`config.mk`:
```
export PLATFORM = sky130hd
export DESIGN_NAME = anrs_front
export DESIGN_NICKNAME = d
export VERILOG_FILES = /design/src/design/anrs_pkg.sv /design/src/design/anrs_front.sv
export SDC_FILE = /design/constraint.sdc
export NUM_CORES = 1
export LEC_CHECK = 0
export BUFFER_PORTS_ARGS = -buffer_cell sky130_fd_sc_hd__clkbuf_2
export CAP_MARGIN = 20
export CORE_AREA = 3 3 303 305
export CTS_CLUSTER_SIZE = 25
export DETAILED_ROUTE_END_ITERATION = 10
export DIE_AREA = 0 0 306 308
export GPL_ROUTABILITY_DRIVEN = 0
export PLACE_DENSITY_LB_ADDON = 0.2
export SYNTH_ARGS = -nofsm -noshare
export SYNTH_HDL_FRONTEND = slang
export SYNTH_SLANG_ARGS = --single-unit
```
`constraint.sdc`:
```
create_clock -name clk -period 23.3 [get_ports clk]
set_input_delay 1.165 -clock clk [delete_from_list [all_inputs] [get_ports clk]]
set_output_delay 1.165 -clock clk [all_outputs]
set_load 0.02 [all_outputs]
```
`src/design/anrs_pkg.sv`:
```
// shared types, constants, helpers and microcode for the node ridge solver
`default_nettype none
package anrs_pkg;

  localparam int FRAC_BITS = 16;
  localparam int VAL_W     = 63;
  localparam int MAG_W     = 62;
  localparam int DVD_W     = MAG_W + FRAC_BITS;
  localparam int PRD_W     = 2 * MAG_W;
  localparam int CFG_W     = 31;
  localparam int COST_W    = 47;
  localparam int CIDX_W    = 8;

  typedef logic signed [VAL_W-1:0] val_t;
  typedef logic [MAG_W-1:0]        mag_t;
  typedef logic [CFG_W-1:0]        cfg_t;
  typedef logic [CIDX_W-1:0]       cidx_t;

  localparam mag_t LIM   = {MAG_W{1'b1}};
  localparam val_t VMAX  = {1'b0, LIM};
  localparam val_t VMIN  = -VMAX;
  localparam val_t VONE  = val_t'(1) <<< FRAC_BITS;
  localparam val_t VZERO = '0;

  localparam cfg_t INV_STEP_RST = CFG_W'(((64'd100 << FRAC_BITS) + 64'd3) / 64'd6);
  localparam cfg_t RIDGE_RST    = CFG_W'(64'd1 << (FRAC_BITS - 1));

  localparam cidx_t REG_INV_STEP = 8'd0;
  localparam cidx_t REG_RIDGE    = 8'd1;

  typedef struct packed {
    logic signed [31:0] feature_a;
    logic signed [31:0] feature_b;
    logic signed [31:0] feature_c;
    logic signed [31:0] target;
    logic signed [31:0] prev_w0;
    logic signed [31:0] prev_w1;
    logic signed [31:0] prev_w2;
    logic signed [31:0] prev_w3;
    logic signed [31:0] dual_sum0;
    logic signed [31:0] dual_sum1;
    logic signed [31:0] dual_sum2;
    logic signed [31:0] dual_sum3;
  } in_t;

  typedef struct packed {
    logic signed [31:0] new_w0;
    logic signed [31:0] new_w1;
    logic signed [31:0] new_w2;
    logic signed [31:0] new_w3;
    logic [COST_W-1:0]  node_cost;
  } out_t;

  typedef struct packed {
    logic go;
    val_t a;
    val_t b;
  } unit_req_t;

  typedef struct packed {
    logic done;
    val_t res;
  } unit_rsp_t;

  typedef enum logic [2:0] {
    OP_ADD,
    OP_SUB,
    OP_MUL,
    OP_DIV,
    OP_CLW,
    OP_CST
  } op_e;

  localparam int RF_DEPTH = 64;
  localparam int AD_W     = $clog2(RF_DEPTH);
  typedef logic [AD_W-1:0] addr_t;

  // register file map
  localparam addr_t AD_D0   = 6'd0;
  localparam addr_t AD_TGT  = 6'd4;
  localparam addr_t AD_RS   = 6'd5;
  localparam addr_t AD_MU   = 6'd6;
  localparam addr_t AD_XP0  = 6'd7;
  localparam addr_t AD_DU0  = 6'd11;
  localparam addr_t AD_ZERO = 6'd15;
  localparam addr_t AD_A0   = 6'd16;
  localparam addr_t AD_RHS0 = 6'd32;
  localparam addr_t AD_X0   = 6'd36;
  localparam addr_t AD_W0   = 6'd40;
  localparam addr_t AD_P    = 6'd44;
  localparam addr_t AD_T    = 6'd45;
  localparam addr_t AD_RAT  = 6'd46;
  localparam addr_t AD_COST = 6'd47;
  localparam addr_t AD_REG  = 6'd48;
  localparam addr_t AD_MU2  = 6'd49;

  localparam int NUM_LOAD = 16;
  localparam int LD_W     = $clog2(NUM_LOAD);

  typedef struct packed {
    op_e   op;
    addr_t dst;
    addr_t sa;
    addr_t sb;
  } uop_t;

  localparam int UCODE_N = 150;
  localparam int PC_W    = $clog2(UCODE_N);
  typedef uop_t [UCODE_N-1:0] prog_t;

  function automatic mag_t mag_of(val_t v);
    val_t n;
    n = -v;
    return v < 0 ? mag_t'(n) : mag_t'(v);
  endfunction

  function automatic val_t apply_sign(mag_t m, logic neg);
    val_t v;
    v = {1'b0, m};
    return neg ? -v : v;
  endfunction

  function automatic val_t sat_add(val_t a, val_t b);
    logic signed [VAL_W:0] s;
    s = a + b;
    if (s > VMAX) return VMAX;
    if (s < VMIN) return VMIN;
    return val_t'(s);
  endfunction

  function automatic addr_t off(addr_t base, int i);
    return addr_t'(int'(base) + i);
  endfunction

  function automatic addr_t ad_a(int j, int k);
    return addr_t'(int'(AD_A0) + 4 * j + k);
  endfunction

  function automatic uop_t mk(op_e o, addr_t d, addr_t a, addr_t b);
    uop_t u;
    u.op  = o;
    u.dst = d;
    u.sa  = a;
    u.sb  = b;
    return u;
  endfunction

  function automatic prog_t build_ucode();
    prog_t p;
    int n;
    int j;
    int k;
    int c;
    p = '0;
    n = 0;
    p[n] = mk(OP_ADD, AD_MU2, AD_MU, AD_MU); n++;
    // system matrix
    for (j = 0; j < 4; j++) begin
      for (k = 0; k < 4; k++) begin
        p[n] = mk(OP_MUL, AD_P, off(AD_D0, j), off(AD_D0, k)); n++;
        p[n] = mk(OP_ADD, ad_a(j, k), AD_P, AD_P); n++;
      end
    end
    for (j = 0; j < 4; j++) begin
      if (j < 3) begin
        p[n] = mk(OP_ADD, ad_a(j, j), ad_a(j, j), AD_MU2); n++;
      end
      p[n] = mk(OP_ADD, ad_a(j, j), ad_a(j, j), AD_RS); n++;
    end
    // right hand side
    for (j = 0; j < 4; j++) begin
      p[n] = mk(OP_MUL, AD_P, off(AD_D0, j), AD_TGT); n++;
      p[n] = mk(OP_ADD, off(AD_RHS0, j), AD_P, AD_P); n++;
      p[n] = mk(OP_MUL, AD_T, AD_RS, off(AD_XP0, j)); n++;
      p[n] = mk(OP_ADD, off(AD_RHS0, j), off(AD_RHS0, j), AD_T); n++;
      p[n] = mk(OP_SUB, off(AD_RHS0, j), off(AD_RHS0, j), off(AD_DU0, j)); n++;
    end
    // forward elimination
    for (k = 0; k < 4; k++) begin
      for (j = k + 1; j < 4; j++) begin
        p[n] = mk(OP_DIV, AD_RAT, ad_a(j, k), ad_a(k, k)); n++;
        for (c = k + 1; c < 4; c++) begin
          p[n] = mk(OP_MUL, AD_T, AD_RAT, ad_a(k, c)); n++;
          p[n] = mk(OP_SUB, ad_a(j, c), ad_a(j, c), AD_T); n++;
        end
        p[n] = mk(OP_MUL, AD_T, AD_RAT, off(AD_RHS0, k)); n++;
        p[n] = mk(OP_SUB, off(AD_RHS0, j), off(AD_RHS0, j), AD_T); n++;
      end
    end
    // back substitution
    for (j = 3; j >= 0; j--) begin
      for (k = j + 1; k < 4; k++) begin
        p[n] = mk(OP_MUL, AD_T, ad_a(j, k), off(AD_X0, k)); n++;
        p[n] = mk(OP_SUB, off(AD_RHS0, j), off(AD_RHS0, j), AD_T); n++;
      end
      p[n] = mk(OP_DIV, off(AD_X0, j), off(AD_RHS0, j), ad_a(j, j)); n++;
    end
    // cost
    for (j = 0; j < 4; j++) begin
      p[n] = mk(OP_CLW, off(AD_W0, j), off(AD_X0, j), off(AD_X0, j)); n++;
      p[n] = mk(OP_MUL, AD_P, off(AD_W0, j), off(AD_W0, j)); n++;
      p[n] = mk(OP_MUL, AD_T, AD_MU, AD_P); n++;
      p[n] = mk(OP_ADD, AD_COST, (j == 0) ? AD_ZERO : AD_COST, AD_T); n++;
      p[n] = mk(OP_MUL, AD_T, off(AD_D0, j), off(AD_W0, j)); n++;
      p[n] = mk(OP_ADD, AD_REG, (j == 0) ? AD_ZERO : AD_REG, AD_T); n++;
    end
    p[n] = mk(OP_SUB, AD_REG, AD_REG, AD_TGT); n++;
    p[n] = mk(OP_MUL, AD_P, AD_REG, AD_REG); n++;
    p[n] = mk(OP_ADD, AD_COST, AD_COST, AD_P); n++;
    p[n] = mk(OP_CST, AD_COST, AD_COST, AD_COST);
    return p;
  endfunction

  localparam prog_t UCODE = build_ucode();

endpackage
`default_nettype wire

```
`src/design/anrs_front.sv`:
```
// front end: takes items and holds them in a two entry queue
`default_nettype none
module anrs_front (
  input  wire             clk,
  input  wire             rst_n,
  input  wire             start,
  output logic            busy,
  input  anrs_pkg::in_t   in_item,
  input  wire             pop,
  output logic            head_valid,
  output anrs_pkg::in_t   head
);
  import anrs_pkg::*;

  localparam int DEPTH = 2;
  localparam int PTR_W = $clog2(DEPTH);

  in_t              q_r [DEPTH];
  logic [PTR_W-1:0] wr_ptr_r;
  logic [PTR_W-1:0] rd_ptr_r;
  logic [PTR_W:0]   cnt_r;
  logic             push;
  logic             take;

  assign busy       = cnt_r == (PTR_W + 1)'(DEPTH);
  assign head_valid = cnt_r != '0;
  assign head       = q_r[rd_ptr_r];
  assign push       = start && !busy;
  assign take       = pop && head_valid;

  always_ff @(posedge clk) begin
    if (!rst_n) begin
      wr_ptr_r <= '0;
      rd_ptr_r <= '0;
      cnt_r    <= '0;
    end else begin
      if (push) wr_ptr_r <= wr_ptr_r + PTR_W'(1);
      if (take) rd_ptr_r <= rd_ptr_r + PTR_W'(1);
      if (push && !take) cnt_r <= cnt_r + (PTR_W + 1)'(1);
      else if (take && !push) cnt_r <= cnt_r - (PTR_W + 1)'(1);
    end
  end

  always_ff @(posedge clk) begin
    if (push) q_r[wr_ptr_r] <= in_item;
  end

endmodule
`default_nettype wire

```
==> results of run 1 <==
cell usage in the layout, fill, tap and decap left out, drive strengths merged, types with 2 or more instances in the layout:
| master | n |
|---|---|
| clkbuf | 879 |
| edfxtp | 768 |
| mux2 | 384 |
| clkinv | 32 |
| diode | 18 |
| buf | 18 |
| bufinv | 8 |
| inv | 8 |
| dfxtp | 5 |
| and2 | 3 |
| xnor2 | 2 |
| clkinvlp | 2 |
| o21ai | 2 |
| a21boi | 2 |
worst max-delay path, delay by kind of cell (launching register included):
kind,cells,cell delay [ns]
multiplexers,1,0.36
flip-flops,1,0.96
buffers and inverters,5,2.44
power groups by stage:
stage	clock (mW)	combinational [mW]	sequential, mW
3_5_place_dp	0	1.29	1.84
2_1_floorplan	0	0.943	1.91
6_report	1.31	1.27	1.81
3_3_place_gp	0	1.29	1.83
4_1_cts	1.35	1.30	1.81
5_1_grt	1.41	1.35	1.83
registers in the layout (all words and copies together) (netlist names), named ones only:
name / flops
cnt_r: 2
q_r: 768
wr_ptr_r: 1
rd_ptr_r: 1
metal layers:
layer / global-route usage / vias to the layer above
met4: 0.0614 / 14
li1: - / 6603
met2: 0.252 / 576
met5: 0 / -
met1: 0.146 / 7143
met3: 0.0671 / 140
through the flow:
step,cells,worst slack [ns],hold slack (ns)
6_report,3316,17.59,0.524
5_1_grt,3308,17.30,0.543
4_1_cts,3296,17.12,0.525
3_5_place_dp,3142,17.81,0.516
3_3_place_gp,3142,17.93,0.494
2_1_floorplan,1220,6.26,0.479
worst max-delay path by stage:
stage	start	endpoint	slack [ns]	cells after the start
after floorplan	start	wr_ptr_r	6.26	3
after global placement	flip-flop	head[62]	17.93	5
after detailed placement	flip-flop	head[104]	17.81	5
after CTS	flip-flop	head[104]	17.12	5
after global routing	flip-flop	head[132]	17.30	6
final	flip-flop	head[104]	17.59	6
kinds of logic (layout without fill, tap and decap cells):
kind of cell / Yosys count / in the layout
muxes: 384 / 384
AOI/OAI and AO/OA: 5 / 5
and+or+nand+nor: 9 / 9
adders and majority gates: 1 / 1
buffers and inverters: 45 / 947
xor gates and xnor gates: 3 / 3
DFF: 773 / 773
other: 0 / 18
final cells by class:
| cell class | count | share of cell area |
|---|---|---|
| tap | 1176 | 0.0395 |
| clock buffer | 106 | 0.0603 |
| inverter | 2 | 0.000201 |
| timing repair buffer | 791 | 0.109 |
| clock inverter | 48 | 0.0133 |
| sequential | 773 | 0.621 |
| multi-input combinational | 402 | 0.156 |
| antenna | 18 | 0.00121 |
==> flow_summary_export.csv, run 1 <==
group,metric,value,unit
outcome,status,"complete, no violations",
route,route.met2.wl,36300,um
synthesis,ys.flop_type,"edfxtp_1",
worst_setup_path,critPathSlowestCell,"dfxtp_4",
sta,finalCritPeriodShare,0.245,
power,power.density,118,nW/um2
clock_tree,cts_hold_buf,0,
worst_setup_path,cp_common_cell,"buf_4",
finish,fin_nets,2444,
finish,drive_above_1_share,0.609,
clock_tree,cts_sinks,773,
finish,final_area,37300,um2
finish,fillers,8091,
synthesis,synth_top_family_by_area,"multiplexers",
synthesis,ys_top_cells_by_count,"768 x edfxtp_1, 360 x mux2_4, 28 x buf_6",
global_routing,grt_overflow,0,
route,wl_met1,23600,um
synthesis,ys_ff_latch,773,
floorplanning,core_area,89600,um2
synthesis,synth-simple-area-share,0.00195,
sta,worstMarginPinSlew,1.13,ns
finish,multi_input_area,5820,um2
floorplanning,initial_core_util,0.329,
clock_tree,clkTransAtPathRegs,0.06,ns
power,power_leakage,14.6,nW
placement,place_area,34500,um2
power,p_clk_frac,0.298,
route,ant_nets,0,
run,maxCapViolCount,0,
synthesis,syn_nets,1609,
power,power_frac_comb,0.290,
synthesis,yosys.area_share.adder,0.000424,
global_routing,grt_max_degree,130,
worst_setup_path,rr_worst_depth,6,
sta,hold_viol_final,0,
route,via_count,14476,
clock_tree,clk_latency,0.62,ns
floorplanning,boundaryPins,774,
sta,clock_skew,0.0204,ns
power,p_sw,1.32,mW
route,dr_wl_met3,7570,um
global_routing,grt_first_pass_wirelength,101000,um
worst_setup_path,cp_max_fo,53,
synthesis,netlist.top_cell.by_area,"edfxtp_1",
power,peakVddDrop,0.0669,mV
route,drt-pass1-iter-count,4,
floorplanning,die-area,94200,um2
worst_setup_path,cp-end-kind,"output port",
hold_path,holdPathStages,2,
worst_setup_path,critPathArrivalTime,4.54,ns
route,highest_layer,"met5",
synthesis,netlist_area,29500,um2
hold_path,hold_class,"reg2reg",
clock_tree,cts_setup_buffers,0,
hold_path,worstHoldStart,"cnt_r[1]",
synthesis,async_reset_ff_frac,0,
clock_tree,clock_path_buffers,3,
finish,fin_util,0.416,
clock_tree,cts_buffers,85,
floorplanning,rows,110,
sta,setup_viol,0,
synthesis,synth_seq_area_share,0.785,
sta,min_period,5.71,ns
finish,syn_to_final_growth,26.4,%
clock_tree,cts_root_buf,"clkbuf_16",
sta,worst_slew_margin_rel,0.247,
global_routing,gr-usage-all-layers,0.143,
synthesis,synthDistinctLibCells,24,
synthesis,ys_warn_count,0,
worst_setup_path,crit_path_max_incr_delay,0.96,ns
synthesis,yosys-top-cells-area,"edfxtp_1 78%, mux2_4 18%, buf_6 1.1%, mux2_2 0.92%, buf_8 0.56%",
synthesis,synth-compound-area-share,0.00110,
synthesis,synth.most_common_cell,"edfxtp_1",
sta,tns,0,ns
synthesis,synthCells,1220,
power,seqPwrFrac,0.412,
worst_setup_path,reg2reg_from,"cnt_r[0]",
finish,ff_latch_area,23200,um2
worst_setup_path,reg2reg_to,"q_r[0][104]",
power,total_power,4.39,mW
synthesis,synth-xor-area-share,0.000891,
route,drc,0,
hold_path,hold_end,"cnt_r[1]",
synthesis,synth_top_area_share,0.782,
floorplanning,die_width,306,um
sta,rsz0062_at_grt,"false",
power,power.internal,3.07,mW
synthesis,synth_mux_area_frac,0.192,
placement,portBuffers,773,
placement,place_hpwl,49600,um
worst_setup_path,critical_path_required,22.14,ns
synthesis,synth_edf_count,768,
worst_setup_path,worst-setup-path-type,"reg2out",
global_routing,antenna_found_initial,22,
sta,fmax,175,MHz
synthesis,avgSynthCellArea,24.2,um2
clock_tree,cts_resized,0,
clock_tree,cts-htree-levels,3,
global_routing,grt_pass1_vias,15712,
route,vias_per_cell,4.37,
route,wl_per_cell,21.1,um
clock_tree,cts_tree,"done",
floorplanning,fp.dieH,308,um
route,drtIter0Drc,817,
worst_setup_path,regToRegSetupSlack,19.53,ns
worst_setup_path,path_cells,"buf_4 > buf_16 > buf_4 > buf_4 > mux2_4 > clkbuf_2",
route,drt-total-wl,70000,um
sta,slew_violations,0,
power,switching_share,0.301,
worst_setup_path,crit_path_start_kind,"flip-flop",
(Power assumes the default switching activity.)
==> run 2, diff against run 1 <==
==> constraint.sdc (replaced) <==
create_clock -name clk -period 5.97 [get_ports clk]
set_input_delay 0.2985 -clock clk [delete_from_list [all_inputs] [get_ports clk]]
set_output_delay 0.2985 -clock clk [all_outputs]
set_load 0.02 [all_outputs]
==> run 2 against run 1 <==
Compared with the run above:
- critical path type unchanged
- power grew to 3.9 times the previous value
- sequential power grew to 3.9 times the previous value
- via count grew 9.6%
- setup slack lost 15 ns
- core utilization grew 4.2 points
- largest cell class unchanged
- global-route usage grew 0.63 points
- design area grew 10%
- final cell count grew 11%
- die area is the same
==> flow_summary_export.csv, run 2 (synthesis results as in run 1) <==
group,metric,value,unit
outcome,status,"complete, no violations",
floorplanning,fp.dieH,308,um
global_routing,antenna_found_initial,6,
clock_tree,cts_tree,"done",
hold_path,holdPathStages,3,
finish,fin_nets,2829,
floorplanning,boundaryPins,774,
finish,largestRegisters,"q_r (768), cnt_r (2)",
worst_setup_path,cp-end-kind,"output port",
route,vias_per_cell,4.30,
route,highest_layer,"met5",
route,drt-pass1-iter-count,4,
worst_setup_path,rr_worst_depth,4,
placement,place_hpwl,49300,um
floorplanning,die_width,306,um
clock_tree,clock_path_buffers,3,
clock_tree,cts-htree-levels,3,
route,via_count,15861,
finish,fin_util,0.458,
finish,top_register,"q_r",
finish,drive_above_1_share,0.518,
sta,finalCritPeriodShare,0.539,
worst_setup_path,reg2reg_to,"q_r[0][35]",
worst_setup_path,critPathSlowestCell,"dfxtp_4",
global_routing,grt_first_pass_wirelength,107000,um
placement,portBuffers,773,
floorplanning,die-area,94200,um2
floorplanning,initial_core_util,0.329,
clock_tree,cts_root_buf,"clkbuf_16",
finish,mostFrequentLayoutCells,"773 x clkbuf_2, 768 x edfxtp_1, 385 x dlygate4sd3_1, 360 x mux2_4, 87 x clkbuf_16",
power,power.density,419,nW/um2
floorplanning,core_area,89600,um2
clock_tree,cts_sinks,773,
route,drc,0,
finish,mostFrequentLayoutCell,"clkbuf_2",
power,power_leakage,16.2,nW
worst_setup_path,critPathArrivalTime,2.92,ns
route,dr_wl_met3,6430,um
sta,worst_slew_margin_rel,0.215,
worst_setup_path,cp_max_fo,93,
hold_path,hold_end,"wr_ptr_r",
clock_tree,clkTransAtPathRegs,0.06,ns
floorplanning,rows,110,
route,route.met2.wl,37300,um
clock_tree,cts_buffers,84,
sta,clock_skew,0.0185,ns
global_routing,gr-usage-all-layers,0.150,
global_routing,grt_pass1_vias,17294,
worst_setup_path,critical_path_required,5.67,ns
hold_path,worstHoldStart,"start",
worst_setup_path,worst-setup-path-type,"reg2out",
global_routing,grt_max_degree,150,
run,maxCapViolCount,0,
clock_tree,clk_latency,0.63,ns
worst_setup_path,crit_path_max_incr_delay,0.91,ns
sta,worstMarginPinSlew,1.18,ns
sta,hold_viol_final,0,
route,drt-total-wl,72500,um
finish,largest_register_ff_count,768,
route,drtIter0Drc,855,
sta,slew_violations,0,
global_routing,grt_overflow,0,
route,ant_nets,0,
power,peakVddDrop,0.278,mV
hold_path,hold_class,"in2reg",
worst_setup_path,regToRegSetupSlack,3.42,ns
sta,tns,0,ns
finish,syn_to_final_growth,39.1,%
sta,rsz0062_at_grt,"false",
sta,min_period,3.22,ns
sta,setup_viol,0,
worst_setup_path,path_cells,"buf_12 > mux2_4 > clkbuf_2",
worst_setup_path,crit_path_start_kind,"flip-flop",
worst_setup_path,reg2reg_from,"cnt_r[0]",
sta,fmax,311,MHz
route,wl_per_cell,19.7,um
sta,timing.hold.ws,0.0715,ns
route,wl_met1,27200,um
==> run 2: layout make-up <==
cell class                      count  area, um2
Clock inverter                     49        380
Tap cell                         1176       1470
Clock buffer                      102       2230
Fill cell                        7816      48600
Sequential cell                   773      23200
Multi-Input combinational cell    402       5820
Timing Repair Buffer             1177       7940
Antenna cell                        4       10.0
Inverter                            2       12.5
==> run 2: stage by stage <==
| step | instance area [um2] | power (mW) | setup WS (ns) | std cells |
|---|---|---|---|---|
| global route | 41000 | 18.0 | 2.57 | 3683 |
| CTS | 41000 | 17.5 | 2.66 | 3681 |
| detailed placement | 34600 | 12.3 | 3.39 | 3145 |
| floorplan | 29500 | 11.0 | -4.15 | 1220 |
| global placement | 34600 | 12.2 | 3.42 | 3145 |
| finish | 41000 | 17.2 | 2.75 | 3685 |
==> run 2: how the worst max path moves through the flow <==
stage                     end  slack (ns)  depth (start not counted)
finish               head[98]        2.75                          3
global route        head[114]        2.57                          3
CTS                  head[98]        2.66                          3
detailed placement   head[98]        3.39                          3
global placement     head[98]        3.42                          3
floorplan           q_r[0][0]       -4.15                          3
==> run 2: power breakdown <==
part | internal, mW | switching [mW] | leakage [nW] | total [mW]
clock | 2.87 | 2.05 | 1.28 | 4.92
combinational | 2.27 | 2.96 | 7.66 | 5.23
sequential | 6.83 | 0.219 | 7.21 | 7.05
==> run 2: critical path: cells and delay by family (launching register included) <==
family	cells	cell delay, ns
muxes	1	0.35
buffers and inverters	2	0.68
DFF	1	0.91
==> run 2: metal layers <==
metal,GRT usage,vias to the layer above
met5,0,-
met4,0.0408,4
met3,0.0597,112
met2,0.264,577
met1,0.168,7836
li1,-,7332
==> run 2: timing repair <==
item                                   in CTS  in global routing
hold buffers                              385                  0
endpoints found under the hold margin     773                  0
gates resized for setup                     0                  0
buffers inserted                            0                  0
==> run 3, diff against run 2 <==
--- a/config.mk
+++ b/config.mk
@@ -7,10 +7,10 @@
 export LEC_CHECK = 0
 export BUFFER_PORTS_ARGS = -buffer_cell sky130_fd_sc_hd__clkbuf_2
 export CAP_MARGIN = 20
-export CORE_AREA = 3 3 303 305
+export CORE_AREA = 3 3 301 303
 export CTS_CLUSTER_SIZE = 25
 export DETAILED_ROUTE_END_ITERATION = 10
-export DIE_AREA = 0 0 306 308
+export DIE_AREA = 0 0 304 306
 export GPL_ROUTABILITY_DRIVEN = 0
 export PLACE_DENSITY_LB_ADDON = 0.2
 export SYNTH_ARGS = -nofsm -noshare
==> constraint.sdc (replaced) <==
create_clock -name clk -period 2.7 [get_ports clk]
set_input_delay 0.135 -clock clk [delete_from_list [all_inputs] [get_ports clk]]
set_output_delay 0.135 -clock clk [all_outputs]
set_load 0.02 [all_outputs]
==> run 3 against run 2 <==
Compared with the run above:
- critical path depth did not move
- combinational power grew 130%
- register-to-register slack got worse by 2.6 ns
- critical endpoint is now head[382]
==> flow_summary_export.csv, run 3 (synthesis results as in run 1) <==
group,metric,value,unit
outcome,status,"complete, no violations",
hold_path,hold_class,"in2reg",
floorplanning,fp.dieH,306,um
sta,slew_violations,0,
finish,largestRegisters,"q_r (768), cnt_r (2)",
clock_tree,clock_path_buffers,3,
power,peakVddDrop,0.695,mV
worst_setup_path,crit_path_start_kind,"flip-flop",
finish,largest_register_ff_count,768,
worst_setup_path,cp-end-kind,"output port",
floorplanning,rows,109,
route,drc,0,
finish,fin_util,0.470,
global_routing,antenna_found_initial,6,
power,power_leakage,16.4,nW
sta,worstMarginPinSlew,0.646,ns
finish,syn_to_final_growth,40.7,%
floorplanning,boundaryPins,774,
power,power.density,920,nW/um2
sta,fmax,407,MHz
hold_path,holdPathStages,2,
clock_tree,cts-htree-levels,3,
global_routing,grt_overflow,0,
sta,rsz0062_at_grt,"false",
route,drt-total-wl,74000,um
placement,portBuffers,773,
route,drt-pass1-iter-count,5,
route,via_count,15965,
worst_setup_path,cp_max_fo,34,
worst_setup_path,critical_path_required,2.57,ns
route,ant_nets,0,
global_routing,grt_first_pass_wirelength,110000,um
run,maxCapViolCount,0,
global_routing,grt_pass1_vias,17774,
clock_tree,cts_root_buf,"clkbuf_16",
finish,mostFrequentLayoutCell,"clkbuf_2",
floorplanning,die_width,304,um
finish,fin_nets,2867,
placement,place_hpwl,53500,um
worst_setup_path,worst-setup-path-type,"reg2out",
worst_setup_path,reg2reg_from,"cnt_r[0]",
worst_setup_path,critPathArrivalTime,2.32,ns
clock_tree,cts_buffers,84,
floorplanning,die-area,93000,um2
finish,top_register,"q_r",
worst_setup_path,rr_worst_depth,3,
sta,setup_viol,0,
sta,hold_viol_final,0,
global_routing,gr-usage-all-layers,0.156,
worst_setup_path,regToRegSetupSlack,0.78,ns
finish,drive_above_1_share,0.521,
sta,min_period,2.46,ns
clock_tree,cts_tree,"done",
hold_path,hold_end,"q_r[0][219]",
sta,worst_slew_margin_rel,0.569,
finish,mostFrequentLayoutCells,"773 x clkbuf_2, 768 x edfxtp_1, 388 x dlygate4sd3_1, 360 x mux2_4, 84 x clkbuf_16",
finish,fillers,7545,
sta,tns,0,ns
route,wl_per_cell,20.0,um
floorplanning,core_area,88200,um2
clock_tree,clkTransAtPathRegs,0.06,ns
clock_tree,cts_sinks,773,
worst_setup_path,reg2reg_to,"q_r[1][83]",
global_routing,grt_max_degree,71,
floorplanning,initial_core_util,0.334,
route,drtIter0Drc,819,
sta,clock_skew,0.0248,ns
clock_tree,clk_latency,0.62,ns
route,vias_per_cell,4.31,
sta,layout_setup_ws,0.243,ns
sta,finalCritPeriodShare,0.910,
placement,pre_cts_ws,0.755,ns
hold_path,worstHoldStart,"in_item[219]",
-- run 3: cell types whose count changed in the layout (fill, tap and decap cells not counted), moves of 3 or more --
cell / previous run / this run
buf_12: 6 / 27
buf_4: 13 / 27
clkbuf_1: 15 / 22
clkbuf_16: 87 / 84
clkinv_1: 22 / 18
clkinv_2: 15 / 6
dlygate4sd3_1: 385 / 388
-- run 3: metrics by stage --
step / total power, mW / hold slack (ns) / cell area [um2] / instances
6_report: 38.2 / 0.234 / 41500 / 3707
5_1_grt: 39.9 / 0.192 / 41500 / 3706
4_1_cts: 38.8 / 0.171 / 41500 / 3702
3_5_place_dp: 27.6 / 0.328 / 35100 / 3169
3_3_place_gp: 27.5 / 0.325 / 35100 / 3169
2_1_floorplan: 23.4 / 0.234 / 29500 / 1220
-- run 3: metal layers --
metal / GRT usage / up-vias / wire length [um]
li1: - / 7419 / -
met1: 0.171 / 7831 / 27000
met2: 0.280 / 596 / 38700
met3: 0.0547 / 117 / 6090
met4: 0.0535 / 2 / 2190
met5: 0 / - / 7
-- run 3: area by class of cell --
type / instances / area (um2) / area share
repair buffers: 1215 / 8500 / 0.205
flip-flops and latches: 773 / 23200 / 0.558
well taps: 1165 / 1460 / 0.0351
multi-input cells: 402 / 5820 / 0.140
diodes: 5 / 12.5 / 0.000301
clock buffers: 106 / 2180 / 0.0526
inverters: 2 / 12.5 / 0.000301
clock inverters: 39 / 349 / 0.00841
-- run 3: timing repair --
action / CTS / global route
buffers inserted: 0 / 0
gates resized for setup: 0 / 0
hold buffers: 388 / 0
endpoints found under the hold margin: 778 / 0
-- run 3: worst max path at each step --
| stage | to | slack (ns) | cells after the start |
|---|---|---|---|
| global route | head[382] | 0.13 | 3 |
| CTS | head[382] | 0.17 | 3 |
| finish | head[382] | 0.24 | 3 |
| global placement | q_r[1][201] | 0.79 | 3 |
| floorplan | q_r[0][0] | -7.42 | 3 |
| detailed placement | q_r[1][10] | 0.75 | 3 |
-- run 3: where the power goes --
group	total, mW	internal (mW)	leakage (nW)	switching, mW
Clock	10.6	6.04	1.21	4.54
Combinational	12.1	5.35	7.93	6.80
Sequential	15.4	15.1	7.21	0.390
-- run 3: worst max-delay path, cell delays in order (launching register included) --
cell	delay [ns]
dfxtp_4	0.52
buf_4	0.57
mux2_2	0.41
clkbuf_2	0.16
